--- src/hdl/slst_pkg.sv ---
// Shared types, widths and codes for the sorted list engine.
package slst_pkg;

    localparam int CAPACITY = 16;
    localparam int IDX_W    = $clog2(CAPACITY);
    localparam int CNT_W    = $clog2(CAPACITY + 1);
    localparam int DATA_W   = 32;
    localparam int POS_W    = 4;
    localparam int LEN_W    = 5;

    typedef enum logic [1:0] {
        MODE_INSERT = 2'd0,
        MODE_DELETE = 2'd1,
        MODE_SWAP   = 2'd2,
        MODE_EVENS  = 2'd3
    } mode_t;

    typedef enum logic [1:0] {
        ST_DONE  = 2'd0,
        ST_FULL  = 2'd1,
        ST_RANGE = 2'd2
    } status_t;

    typedef enum logic [3:0] {
        S_IDLE,
        S_INS_CHK,
        S_INS_SH_RD,
        S_INS_SH_WR,
        S_INS_PUT,
        S_DEL,
        S_SWP_B,
        S_SWP_W,
        S_SWP_W2,
        S_EV,
        S_RESP
    } state_t;

    typedef struct packed {
        mode_t                     mode;
        logic signed [DATA_W-1:0]  value;
        logic [POS_W-1:0]          position_a;
        logic [POS_W-1:0]          position_b;
    } cmd_beat_t;

    typedef struct packed {
        logic [1:0]                status;
        logic signed [DATA_W-1:0]  item_value;
        logic                      item_valid;
        logic                      last_item;
        logic [LEN_W-1:0]          length;
    } res_beat_t;

    // Flags and index steps from the shared compare unit
    typedef struct packed {
        logic             ge;
        logic             even;
        logic             last;
        logic [CNT_W-1:0] inc;
        logic [IDX_W-1:0] dec;
    } unit_res_t;

endpackage

--- src/hdl/slst_mem.sv ---
// Element store: one write port, one read port with registered read data.
module slst_mem (
    input  logic                              clk,
    input  logic                              wr_en,
    input  logic [slst_pkg::IDX_W-1:0]        wr_addr,
    input  logic signed [slst_pkg::DATA_W-1:0] wr_data,
    input  logic                              rd_en,
    input  logic [slst_pkg::IDX_W-1:0]        rd_addr,
    output logic signed [slst_pkg::DATA_W-1:0] rd_data
);
    import slst_pkg::*;

    logic signed [DATA_W-1:0] mem [CAPACITY];
    logic signed [DATA_W-1:0] rd_data_reg;

    // write port
    always_ff @(posedge clk)
    begin
        if (wr_en)
        begin
            mem[wr_addr] <= wr_data;
        end
    end

    // read port, data holds between reads
    always_ff @(posedge clk)
    begin
        if (rd_en)
        begin
            rd_data_reg <= mem[rd_addr];
        end
    end

    assign rd_data = rd_data_reg;

endmodule

--- src/hdl/slst_unit.sv ---
// Shared compare unit: signed compare, parity test and index step.
module slst_unit (
    input  logic signed [slst_pkg::DATA_W-1:0] elem,
    input  logic signed [slst_pkg::DATA_W-1:0] value,
    input  logic [slst_pkg::IDX_W-1:0]         idx,
    input  logic [slst_pkg::CNT_W-1:0]         cnt,
    output slst_pkg::unit_res_t                res
);
    import slst_pkg::*;

    logic [CNT_W-1:0] inc;

    assign inc = CNT_W'(idx) + CNT_W'(1);

    always_comb
    begin
        res.ge   = (elem >= value);
        res.even = ~elem[0];
        res.inc  = inc;
        res.last = (inc == cnt);
        res.dec  = idx - IDX_W'(1);
    end

endmodule

--- src/hdl/sorted_list_engine.sv ---
// Sorted list engine: command beats in, status and readout beats out.
//
// Channels: cmd carries mode, value and two positions; res carries status,
// item_value, item_valid, last_item and length. A beat moves on a rising
// edge with valid high and stall low. cmd_stall is high whenever a command
// is in progress; one command is worked at a time.
// Insert, delete and swap each return one status beat; read evens returns
// one beat per even element (last_item on the final one), or one empty
// beat when there is none.
// A full-list insert or an out-of-range delete or swap goes straight to
// its status beat. The store has one registered read port, so search,
// close-up and readout visit one element per cycle (readout only while
// the receiver does not stall), and the insert shift moves each element
// with a read state and a write state, S_INS_SH_RD and S_INS_SH_WR.
// Reset clears the element count, the sequencer and the result valid flag;
// the store contents are not cleared. When the receiver stalls, the result
// register holds its beat and the sequencer waits before loading the next.
module sorted_list_engine (
    input  logic                 clk,
    input  logic                 rst_n,
    input  logic                 cmd_valid,
    output logic                 cmd_stall,
    input  slst_pkg::cmd_beat_t  cmd_data,
    output logic                 res_valid,
    input  logic                 res_stall,
    output slst_pkg::res_beat_t  res_data
);
    import slst_pkg::*;

    state_t                    state_reg, state_next;
    logic [CNT_W-1:0]          cnt_reg, cnt_next;
    logic [IDX_W-1:0]          idx_reg, idx_next;
    logic [IDX_W-1:0]          pos_reg, pos_next;
    logic signed [DATA_W-1:0]  val_reg, val_next;
    logic signed [DATA_W-1:0]  pend_reg, pend_next;
    logic                      pend_valid_reg, pend_valid_next;
    status_t                   status_reg, status_next;
    logic                      out_valid_reg, out_valid_next;
    res_beat_t                 out_reg, out_next;

    logic                      wr_en, rd_en;
    logic [IDX_W-1:0]          wr_addr, rd_addr;
    logic signed [DATA_W-1:0]  wr_data, rd_data;
    logic [IDX_W-1:0]          unit_idx;
    unit_res_t                 ur;
    logic                      accept, out_free, emit;
    res_beat_t                 emit_beat;
    logic                      pa_bad, pb_bad, ev_hold;

    slst_mem u_mem (
        .clk     (clk),
        .wr_en   (wr_en),
        .wr_addr (wr_addr),
        .wr_data (wr_data),
        .rd_en   (rd_en),
        .rd_addr (rd_addr),
        .rd_data (rd_data)
    );

    slst_unit u_unit (
        .elem  (rd_data),
        .value (val_reg),
        .idx   (unit_idx),
        .cnt   (cnt_reg),
        .res   (ur)
    );

    // handshake and common conditions
    assign cmd_stall = (state_reg != S_IDLE);
    assign accept    = cmd_valid && !cmd_stall;
    assign out_free  = !out_valid_reg || !res_stall;
    assign unit_idx  = (state_reg == S_IDLE) ? IDX_W'(cmd_data.position_a) : idx_reg;
    assign pa_bad    = (CNT_W'(cmd_data.position_a) >= cnt_reg);
    assign pb_bad    = (CNT_W'(cmd_data.position_b) >= cnt_reg);
    assign ev_hold   = ur.even && pend_valid_reg && !out_free;

    // next state
    always_comb
    begin
        state_next = state_reg;
        unique case (state_reg)
            S_IDLE:
            begin
                if (accept)
                begin
                    unique case (cmd_data.mode)
                        MODE_INSERT:
                        begin
                            if (cnt_reg == CNT_W'(CAPACITY))
                                state_next = S_RESP;
                            else if (cnt_reg == '0)
                                state_next = S_INS_PUT;
                            else
                                state_next = S_INS_CHK;
                        end
                        MODE_DELETE:
                        begin
                            if (pa_bad || ur.last)
                                state_next = S_RESP;
                            else
                                state_next = S_DEL;
                        end
                        MODE_SWAP:
                        begin
                            if (pa_bad || pb_bad)
                                state_next = S_RESP;
                            else
                                state_next = S_SWP_B;
                        end
                        MODE_EVENS:
                        begin
                            if (cnt_reg == '0)
                                state_next = S_RESP;
                            else
                                state_next = S_EV;
                        end
                    endcase
                end
            end
            S_INS_CHK:
            begin
                if (ur.ge)
                    state_next = S_INS_SH_RD;
                else if (ur.last)
                    state_next = S_INS_PUT;
            end
            S_INS_SH_RD:
                state_next = S_INS_SH_WR;
            S_INS_SH_WR:
            begin
                if (ur.dec == pos_reg)
                    state_next = S_INS_PUT;
                else
                    state_next = S_INS_SH_RD;
            end
            S_INS_PUT:
                state_next = S_RESP;
            S_DEL:
            begin
                if (ur.last)
                    state_next = S_RESP;
            end
            S_SWP_B:
                state_next = S_SWP_W;
            S_SWP_W:
                state_next = S_SWP_W2;
            S_SWP_W2:
                state_next = S_RESP;
            S_EV:
            begin
                if (!ev_hold && ur.last)
                    state_next = S_RESP;
            end
            S_RESP:
            begin
                if (out_free)
                    state_next = S_IDLE;
            end
            default:
                state_next = S_IDLE;
        endcase
    end

    // datapath and store control
    always_comb
    begin
        cnt_next        = cnt_reg;
        idx_next        = idx_reg;
        pos_next        = pos_reg;
        val_next        = val_reg;
        pend_next       = pend_reg;
        pend_valid_next = pend_valid_reg;
        status_next     = status_reg;
        wr_en           = 1'b0;
        wr_addr         = idx_reg;
        wr_data         = rd_data;
        rd_en           = 1'b0;
        rd_addr         = idx_reg;
        emit            = 1'b0;
        emit_beat       = '0;

        unique case (state_reg)
            S_IDLE:
            begin
                if (accept)
                begin
                    status_next     = ST_DONE;
                    pend_valid_next = 1'b0;
                    val_next        = cmd_data.value;
                    unique case (cmd_data.mode)
                        MODE_INSERT:
                        begin
                            idx_next = '0;
                            pos_next = '0;
                            rd_en    = 1'b1;
                            rd_addr  = '0;
                            if (cnt_reg == CNT_W'(CAPACITY))
                                status_next = ST_FULL;
                        end
                        MODE_DELETE:
                        begin
                            if (pa_bad)
                                status_next = ST_RANGE;
                            else if (ur.last)
                                cnt_next = cnt_reg - CNT_W'(1);
                            else
                            begin
                                idx_next = ur.inc[IDX_W-1:0];
                                rd_en    = 1'b1;
                                rd_addr  = ur.inc[IDX_W-1:0];
                            end
                        end
                        MODE_SWAP:
                        begin
                            if (pa_bad || pb_bad)
                                status_next = ST_RANGE;
                            pos_next = IDX_W'(cmd_data.position_a);
                            idx_next = IDX_W'(cmd_data.position_b);
                            rd_en    = 1'b1;
                            rd_addr  = IDX_W'(cmd_data.position_a);
                        end
                        MODE_EVENS:
                        begin
                            idx_next = '0;
                            rd_en    = 1'b1;
                            rd_addr  = '0;
                        end
                    endcase
                end
            end
            // search for the first element not below the new value
            S_INS_CHK:
            begin
                if (ur.ge)
                begin
                    pos_next = idx_reg;
                    idx_next = cnt_reg[IDX_W-1:0];
                end
                else if (ur.last)
                begin
                    pos_next = cnt_reg[IDX_W-1:0];
                end
                else
                begin
                    idx_next = ur.inc[IDX_W-1:0];
                    rd_en    = 1'b1;
                    rd_addr  = ur.inc[IDX_W-1:0];
                end
            end
            // open the gap, moving the tail up one slot at a time
            S_INS_SH_RD:
            begin
                rd_en   = 1'b1;
                rd_addr = ur.dec;
            end
            S_INS_SH_WR:
            begin
                wr_en    = 1'b1;
                wr_addr  = idx_reg;
                wr_data  = rd_data;
                idx_next = ur.dec;
            end
            S_INS_PUT:
            begin
                wr_en    = 1'b1;
                wr_addr  = pos_reg;
                wr_data  = val_reg;
                cnt_next = cnt_reg + CNT_W'(1);
            end
            // close the gap, moving the tail down
            S_DEL:
            begin
                wr_en   = 1'b1;
                wr_addr = ur.dec;
                wr_data = rd_data;
                if (ur.last)
                    cnt_next = cnt_reg - CNT_W'(1);
                else
                begin
                    idx_next = ur.inc[IDX_W-1:0];
                    rd_en    = 1'b1;
                    rd_addr  = ur.inc[IDX_W-1:0];
                end
            end
            // swap: hold first value, read second, write both
            S_SWP_B:
            begin
                val_next = rd_data;
                rd_en    = 1'b1;
                rd_addr  = idx_reg;
            end
            S_SWP_W:
            begin
                wr_en   = 1'b1;
                wr_addr = pos_reg;
                wr_data = rd_data;
            end
            S_SWP_W2:
            begin
                wr_en   = 1'b1;
                wr_addr = idx_reg;
                wr_data = val_reg;
            end
            // readout keeps one even value pending to know which is last
            S_EV:
            begin
                if (!ev_hold)
                begin
                    if (ur.even)
                    begin
                        if (pend_valid_reg)
                        begin
                            emit                 = 1'b1;
                            emit_beat.status     = ST_DONE;
                            emit_beat.item_value = pend_reg;
                            emit_beat.item_valid = 1'b1;
                            emit_beat.last_item  = 1'b0;
                            emit_beat.length     = LEN_W'(cnt_reg);
                        end
                        pend_next       = rd_data;
                        pend_valid_next = 1'b1;
                    end
                    if (!ur.last)
                    begin
                        idx_next = ur.inc[IDX_W-1:0];
                        rd_en    = 1'b1;
                        rd_addr  = ur.inc[IDX_W-1:0];
                    end
                end
            end
            // final beat of every command
            S_RESP:
            begin
                if (out_free)
                begin
                    emit                 = 1'b1;
                    emit_beat.status     = status_reg;
                    emit_beat.item_value = pend_valid_reg ? pend_reg : '0;
                    emit_beat.item_valid = pend_valid_reg;
                    emit_beat.last_item  = 1'b1;
                    emit_beat.length     = LEN_W'(cnt_reg);
                end
            end
            default:
            begin
                emit = 1'b0;
            end
        endcase
    end

    // result register
    always_comb
    begin
        out_valid_next = out_valid_reg;
        out_next       = out_reg;
        if (emit)
        begin
            out_valid_next = 1'b1;
            out_next       = emit_beat;
        end
        else if (!res_stall)
        begin
            out_valid_next = 1'b0;
        end
    end

    assign res_valid = out_valid_reg;
    assign res_data  = out_reg;

    // control registers
    always_ff @(posedge clk or negedge rst_n)
    begin
        if (!rst_n)
        begin
            state_reg      <= S_IDLE;
            cnt_reg        <= '0;
            pend_valid_reg <= 1'b0;
            out_valid_reg  <= 1'b0;
        end
        else
        begin
            state_reg      <= state_next;
            cnt_reg        <= cnt_next;
            pend_valid_reg <= pend_valid_next;
            out_valid_reg  <= out_valid_next;
        end
    end

    // payload registers
    always_ff @(posedge clk)
    begin
        idx_reg    <= idx_next;
        pos_reg    <= pos_next;
        val_reg    <= val_next;
        pend_reg   <= pend_next;
        status_reg <= status_next;
        out_reg    <= out_next;
    end

endmodule
--- config.mk ---
export PLATFORM = sky130hd
export DESIGN_NAME = sorted_list_engine
export DESIGN_NICKNAME = d
export VERILOG_FILES = /design/src/hdl/slst_pkg.sv /design/src/hdl/slst_mem.sv /design/src/hdl/slst_unit.sv /design/src/hdl/sorted_list_engine.sv
export SDC_FILE = /design/constraint.sdc
export NUM_CORES = 1
export LEC_CHECK = 0
export ABC_AREA = 1
export ABC_CLOCK_PERIOD_IN_PS = 6600
export BUFFER_PORTS_ARGS = -buffer_cell sky130_fd_sc_hd__buf_2
export CAP_MARGIN = 10
export CORE_ASPECT_RATIO = 1.1
export CORE_MARGIN = 4
export CORE_UTILIZATION = 55
export DETAILED_ROUTE_END_ITERATION = 8
export GPL_ROUTABILITY_DRIVEN = 0
export HOLD_SLACK_MARGIN = 0.02
export MAX_ROUTING_LAYER = met4
export PLACE_DENSITY = 0.72
export REMOVE_ABC_BUFFERS = 1
export SETUP_SLACK_MARGIN = 0.05
export SLEW_MARGIN = 20
export SYNTH_ARGS = -nofsm -noshare
export SYNTH_HDL_FRONTEND = slang
export SYNTH_HIERARCHICAL = 1
export SYNTH_SLANG_ARGS = --single-unit
export TNS_END_PERCENT = 50
--- constraint.sdc ---
create_clock -name clk -period 6.6 [get_ports clk]
set_clock_uncertainty 0.2 [all_clocks]
set_input_delay 1.32 -clock clk [delete_from_list [all_inputs] [get_ports clk]]
set_output_delay 1.32 -clock clk [all_outputs]
set_load 0.01 [all_outputs]
# == Word-level counts from Yosys, hierarchy flattened ==
# Memory sizes are Yosys's and may differ from the RTL's. A register that Yosys moved wholly into a read port is not among the register bits.
# Index checks and enable logic that the tools add are counted.
# W data, S select, Z words.
# op_classes
n_addsub,4
n_lt_le_gt_ge,3
muxes,71
shift,0
n_mul,0
n_div,0
eq_ne,27
bitwise,2
reduce_logical,35
# ops
operator,count
$mux W39,3
$mux W32,3
$pmux W41 S2,1
$mux W4,20
$pmux W32 S2,1
$mux W41,1
$pmux W4 S10,1
$pmux W4 S5,2
$ge A32 B32 Y1,1
$pmux W4 S2,3
$pmux W4 S3,2
$mux W5,4
$mux W1,18
$eq A4 B3 Y1 const B,4
$pmux W4 S4,1
$pmux W5 S3,1
$ne A2 B2 Y1 const B,7
$eq A4 B4 Y1 const B,3
$reduce_and A4 Y1,3
$ge A4 B5 Y1,2
$eq A4 B2 Y1 const B,2
$reduce_or A2 Y1,4
$mux W2,3
$mux W3,2
other kinds (32),50
# totals
word_cells,157
regBits,125
output_inout_bits,43
latch_bits,0
ramBits,512
memories,1
rom_bits,0
# mem_list
name,words,width,read_ports,rd_ports_with_merged_regs,write_ports,line_no,rtl
u_mem.mem,16,32,1,1,1,slst_mem.sv:13,logic signed [DATA_W-1:0] mem [CAPACITY];

# == Longest topological paths before layout ==
# depth
ltp_word,9
mapped_depth,32
mapped_depth_nobuf,29

# == By module ==
# Netlist, hierarchy kept.
# modules_own_cells
mod,cells_per_inst,area_per_inst_um2,n_inst
slst_mem,2120,23050.9,1
sorted_list_engine,691,6454.9,1
slst_unit,167,1059.8,1

# == Worst setup path after synthesis ==
# Ideal clock, no wire load.
# synth_path
kind,in2reg
start,in cmd_data[4] in the netlist's numbering
end,"reg u_mem.rd_data_reg[0], in the netlist u_mem/rd_data[0] (read register of u_mem.mem), enable pin"
slack_ns,1.625
path_buffers,1
cell_stages,9
arrival_ns,4.344
cell_sequence,inv_1 -> o21ai_0 -> inv_1 -> ha_1 -> xnor2_1 -> nand3_1 -> nor3_2 -> clkbuf_1 -> o211ai_1
# synth_rtl
element,line_no,rtl
from (decl),sorted_list_engine.sv:23,"input slst_pkg::cmd_beat_t cmd_data,"
to (decl),slst_mem.sv:14,logic signed [DATA_W-1:0] rd_data_reg;

==> flow_metrics.env <==
export IMPL_status="finished clean"
export IMPL_synth_top_area_frac=0.647
export IMPL_syn_avg_cell_area_um2=10.3
export IMPL_top_register="u_mem/mem"
export IMPL_post_cts_resized=0
export IMPL_synth_seq_cells=670
export IMPL_cts_buffer_depth=3
export IMPL_grt_max_degree=129
export IMPL_final_core_util=0.616
export IMPL_wl_um=77600
export IMPL_grt_overflow=0
export IMPL_numCtsBuffers=67
export IMPL_clk_pin_slew_ns=0.06
export IMPL_yosysWarnings=6
export IMPL_syn_area_um2=30600
export IMPL_dominantRegCellSynth="edfxtp_1"
export IMPL_root_buffer="clkbuf_16"
export IMPL_max_cap_viol_count=0
export IMPL_clk_latency_ns=0.60
export IMPL_vias_per_cell=5.56
export IMPL_postSynthCellCount=2978
export IMPL_port_buffers=88
export IMPL_drive_above_1_share=0.102
export IMPL_reg2reg_depth=22
export IMPL_synth_edf_count=659
export IMPL_largest_reg_flops=512
export IMPL_route_detailed_drc=0
export IMPL_r2r_start="state_reg[3]"
export IMPL_detail_route_antenna_nets=0
export IMPL_fp_dieH_um=255
export IMPL_vias=21351
export IMPL_row_count=90
export IMPL_relSlewSlack=0.203
export IMPL_die_area_um2=59400
export IMPL_cts_sinks=670
export IMPL_grt_pass1_wl_um=118000
export IMPL_end_kind="flop"
export IMPL_synth_common_cells="nand2_1, edfxtp_1, inv_1, nand3_1, nor2_1"
export IMPL_timing_fmax_mhz=184
export IMPL_die_x_um=233
export IMPL_worst_ep_required_time_ns=6.74
export IMPL_setup_viol=0
export IMPL_synth_area_leaders="edfxtp_1, nand2_1, inv_1"
export IMPL_fin_crit_sh=0.825
export IMPL_antenna_found_initial=0
export IMPL_fin_nets=3152
export IMPL_r2r_setup_slack_ns=1.16
export IMPL_yosysMostFrequentCell="nand2_1"
export IMPL_async_flop_share=0.0164
export IMPL_setup_tns_final_ns=0
export IMPL_core_region_area_um2=55000
export IMPL_drtIter0Drc=2558
export IMPL_synthToLayoutAreaGrowth_pct=10.7
export IMPL_hold_viol=0
export IMPL_critPathArrivalTime_ns=5.58
export IMPL_num_antenna_cells=0
export IMPL_dr_pass1_iters=9
export IMPL_rsz0062_at_grt="false"
export IMPL_fin_cells=3842
export IMPL_grt_pass1_vias=20861
export IMPL_wl_per_cell_um=20.2
export IMPL_min_period_ns=5.44
export IMPL_worstHoldPathType="flop to flop"
export IMPL_maxSlewViolCount=0
export IMPL_cts_tree="done"
export IMPL_htree_num_levels=3
export IMPL_yosysTopAreaCell="edfxtp_1"
export IMPL_grt_use_total=0.268
export IMPL_tightest_slew_ns=1.19
export IMPL_yosysSeqAreaShare=0.656
export IMPL_endpoint="u_mem/rd_data[31]"
export IMPL_crit_type="flop to flop"
export IMPL_worstSetupStartpoint="state_reg[3]"
export IMPL_initial_core_util=0.556
export IMPL_start_kind="flop"
export IMPL_yosysUniqueCellTypes=44
export IMPL_hold_buffers=0
export IMPL_dp_cells=3727
export IMPL_r2r_end="u_mem/rd_data[31]"
export IMPL_post_cts_buffers=0
export IMPL_cp_max_fo=61
export IMPL_io_pin_count=89
export IMPL_dp_hpwl_um=43600
cell usage in the layout (no fill, tap or decap), types with 2 or more instances in the layout:
| cell | count |
|---|---|
| a21oi_1 | 30 |
| clkbuf_1 | 21 |
| inv_2 | 18 |
| inv_1 | 542 |
| clkinv_1 | 13 |
| o21ai_4 | 2 |
| edfxtp_1 | 659 |
| nand3_4 | 2 |
| clkinvlp_4 | 2 |
| nand2_2 | 5 |
| o21ai_2 | 4 |
| nand2_1 | 872 |
| o21ai_1 | 31 |
| inv_6 | 3 |
| buf_12 | 13 |
| nand3b_1 | 2 |
| o22ai_1 | 9 |
| nand4_1 | 4 |
| xnor2_1 | 4 |
| buf_4 | 38 |
| nor3_1 | 4 |
| nand3_2 | 3 |
| clkbuf_16 | 69 |
| buf_2 | 88 |
| o21ai_0 | 51 |
| dfrtp_1 | 11 |
| xor2_1 | 14 |
| o221ai_1 | 8 |
| bufinv_16 | 2 |
| nor2_4 | 20 |
| nor2_1 | 45 |
| nand3_1 | 403 |
| clkinv_2 | 7 |
| ha_1 | 45 |
| nor2_2 | 34 |
| o211ai_1 | 15 |
per-stage QoR:
stage / hold WS (ns) / instance area (µm²) / setup slack [ns]
floorplan: 0.250 / 29700 / -5.46
global placement: 0.283 / 31800 / 0.997
detailed placement: 0.290 / 31800 / 0.837
CTS: 0.306 / 33800 / 1.28
global route: 0.310 / 33800 / 0.739
finish: 0.302 / 33800 / 1.16
kinds of logic after synthesis:
kind of cell | count (synthesis) | share of synthesized area
compound gates | 157 | 0.0292
xor+xnor | 18 | 0.00516
fa+ha+maj | 46 | 0.0191
buf+inv | 689 | 0.0960
flops | 670 | 0.656
simple gates | 1398 | 0.194
routing by layer:
metal	vias to the layer above	part of all wire	global-route usage
met5	-	0	-
met4	0	0.043	0.112
met3	262	0.094	0.0475
met2	1133	0.48	0.433
met1	10111	0.38	0.338
li1	9845	-	-
critical path, cell delays in order, from the launching register on:
cell	delay, ns
dfrtp_1	0.44
nor2_1	0.29
nand2_1	0.09
buf_4	0.20
o21ai_0	0.46
inv_1	0.22
ha_1	0.39
xnor2_1	0.20
nand3_1	0.13
nor3_2	0.12
buf_4	0.20
nand2_1	0.06
o21ai_0	0.11
o22ai_1	0.15
nor2_1	0.21
nand3_4	0.31
inv_6	0.52
buf_12	0.36
nand2_1	0.09
nand3_1	0.09
nand3_1	0.10
nand3_1	0.12
nand2_1	0.07
worst min-delay path by stage:
stage                       from           end  slack [ns]  cells after the start
2_1_floorplan   u_mem/rd_data[0]   pend_reg[0]        0.25                      0
3_3_place_gp   u_mem/rd_data[26]  pend_reg[26]        0.28                      0
5_1_grt        u_mem/rd_data[26]  pend_reg[26]        0.31                      0
4_1_cts        u_mem/rd_data[13]  pend_reg[13]        0.31                      0
6_report       u_mem/rd_data[13]  pend_reg[13]        0.30                      0
3_5_place_dp   u_mem/rd_data[26]  pend_reg[26]        0.29                      0
cell type report:
| cell class | count | area, µm² |
|---|---|---|
| fillers | 4389 | 21100 |
| flip-flops and latches | 670 | 20100 |
| multi-input cells | 1619 | 7770 |
| inverters | 563 | 2120 |
| clock buffers | 90 | 1810 |
| repair buffers | 139 | 986 |
| well taps | 736 | 921 |
| clock inverters | 25 | 173 |
Power is left out: the tool's default activity adds up to more than one toggle a clock period on the data nets, which glitch-free logic cannot reach.
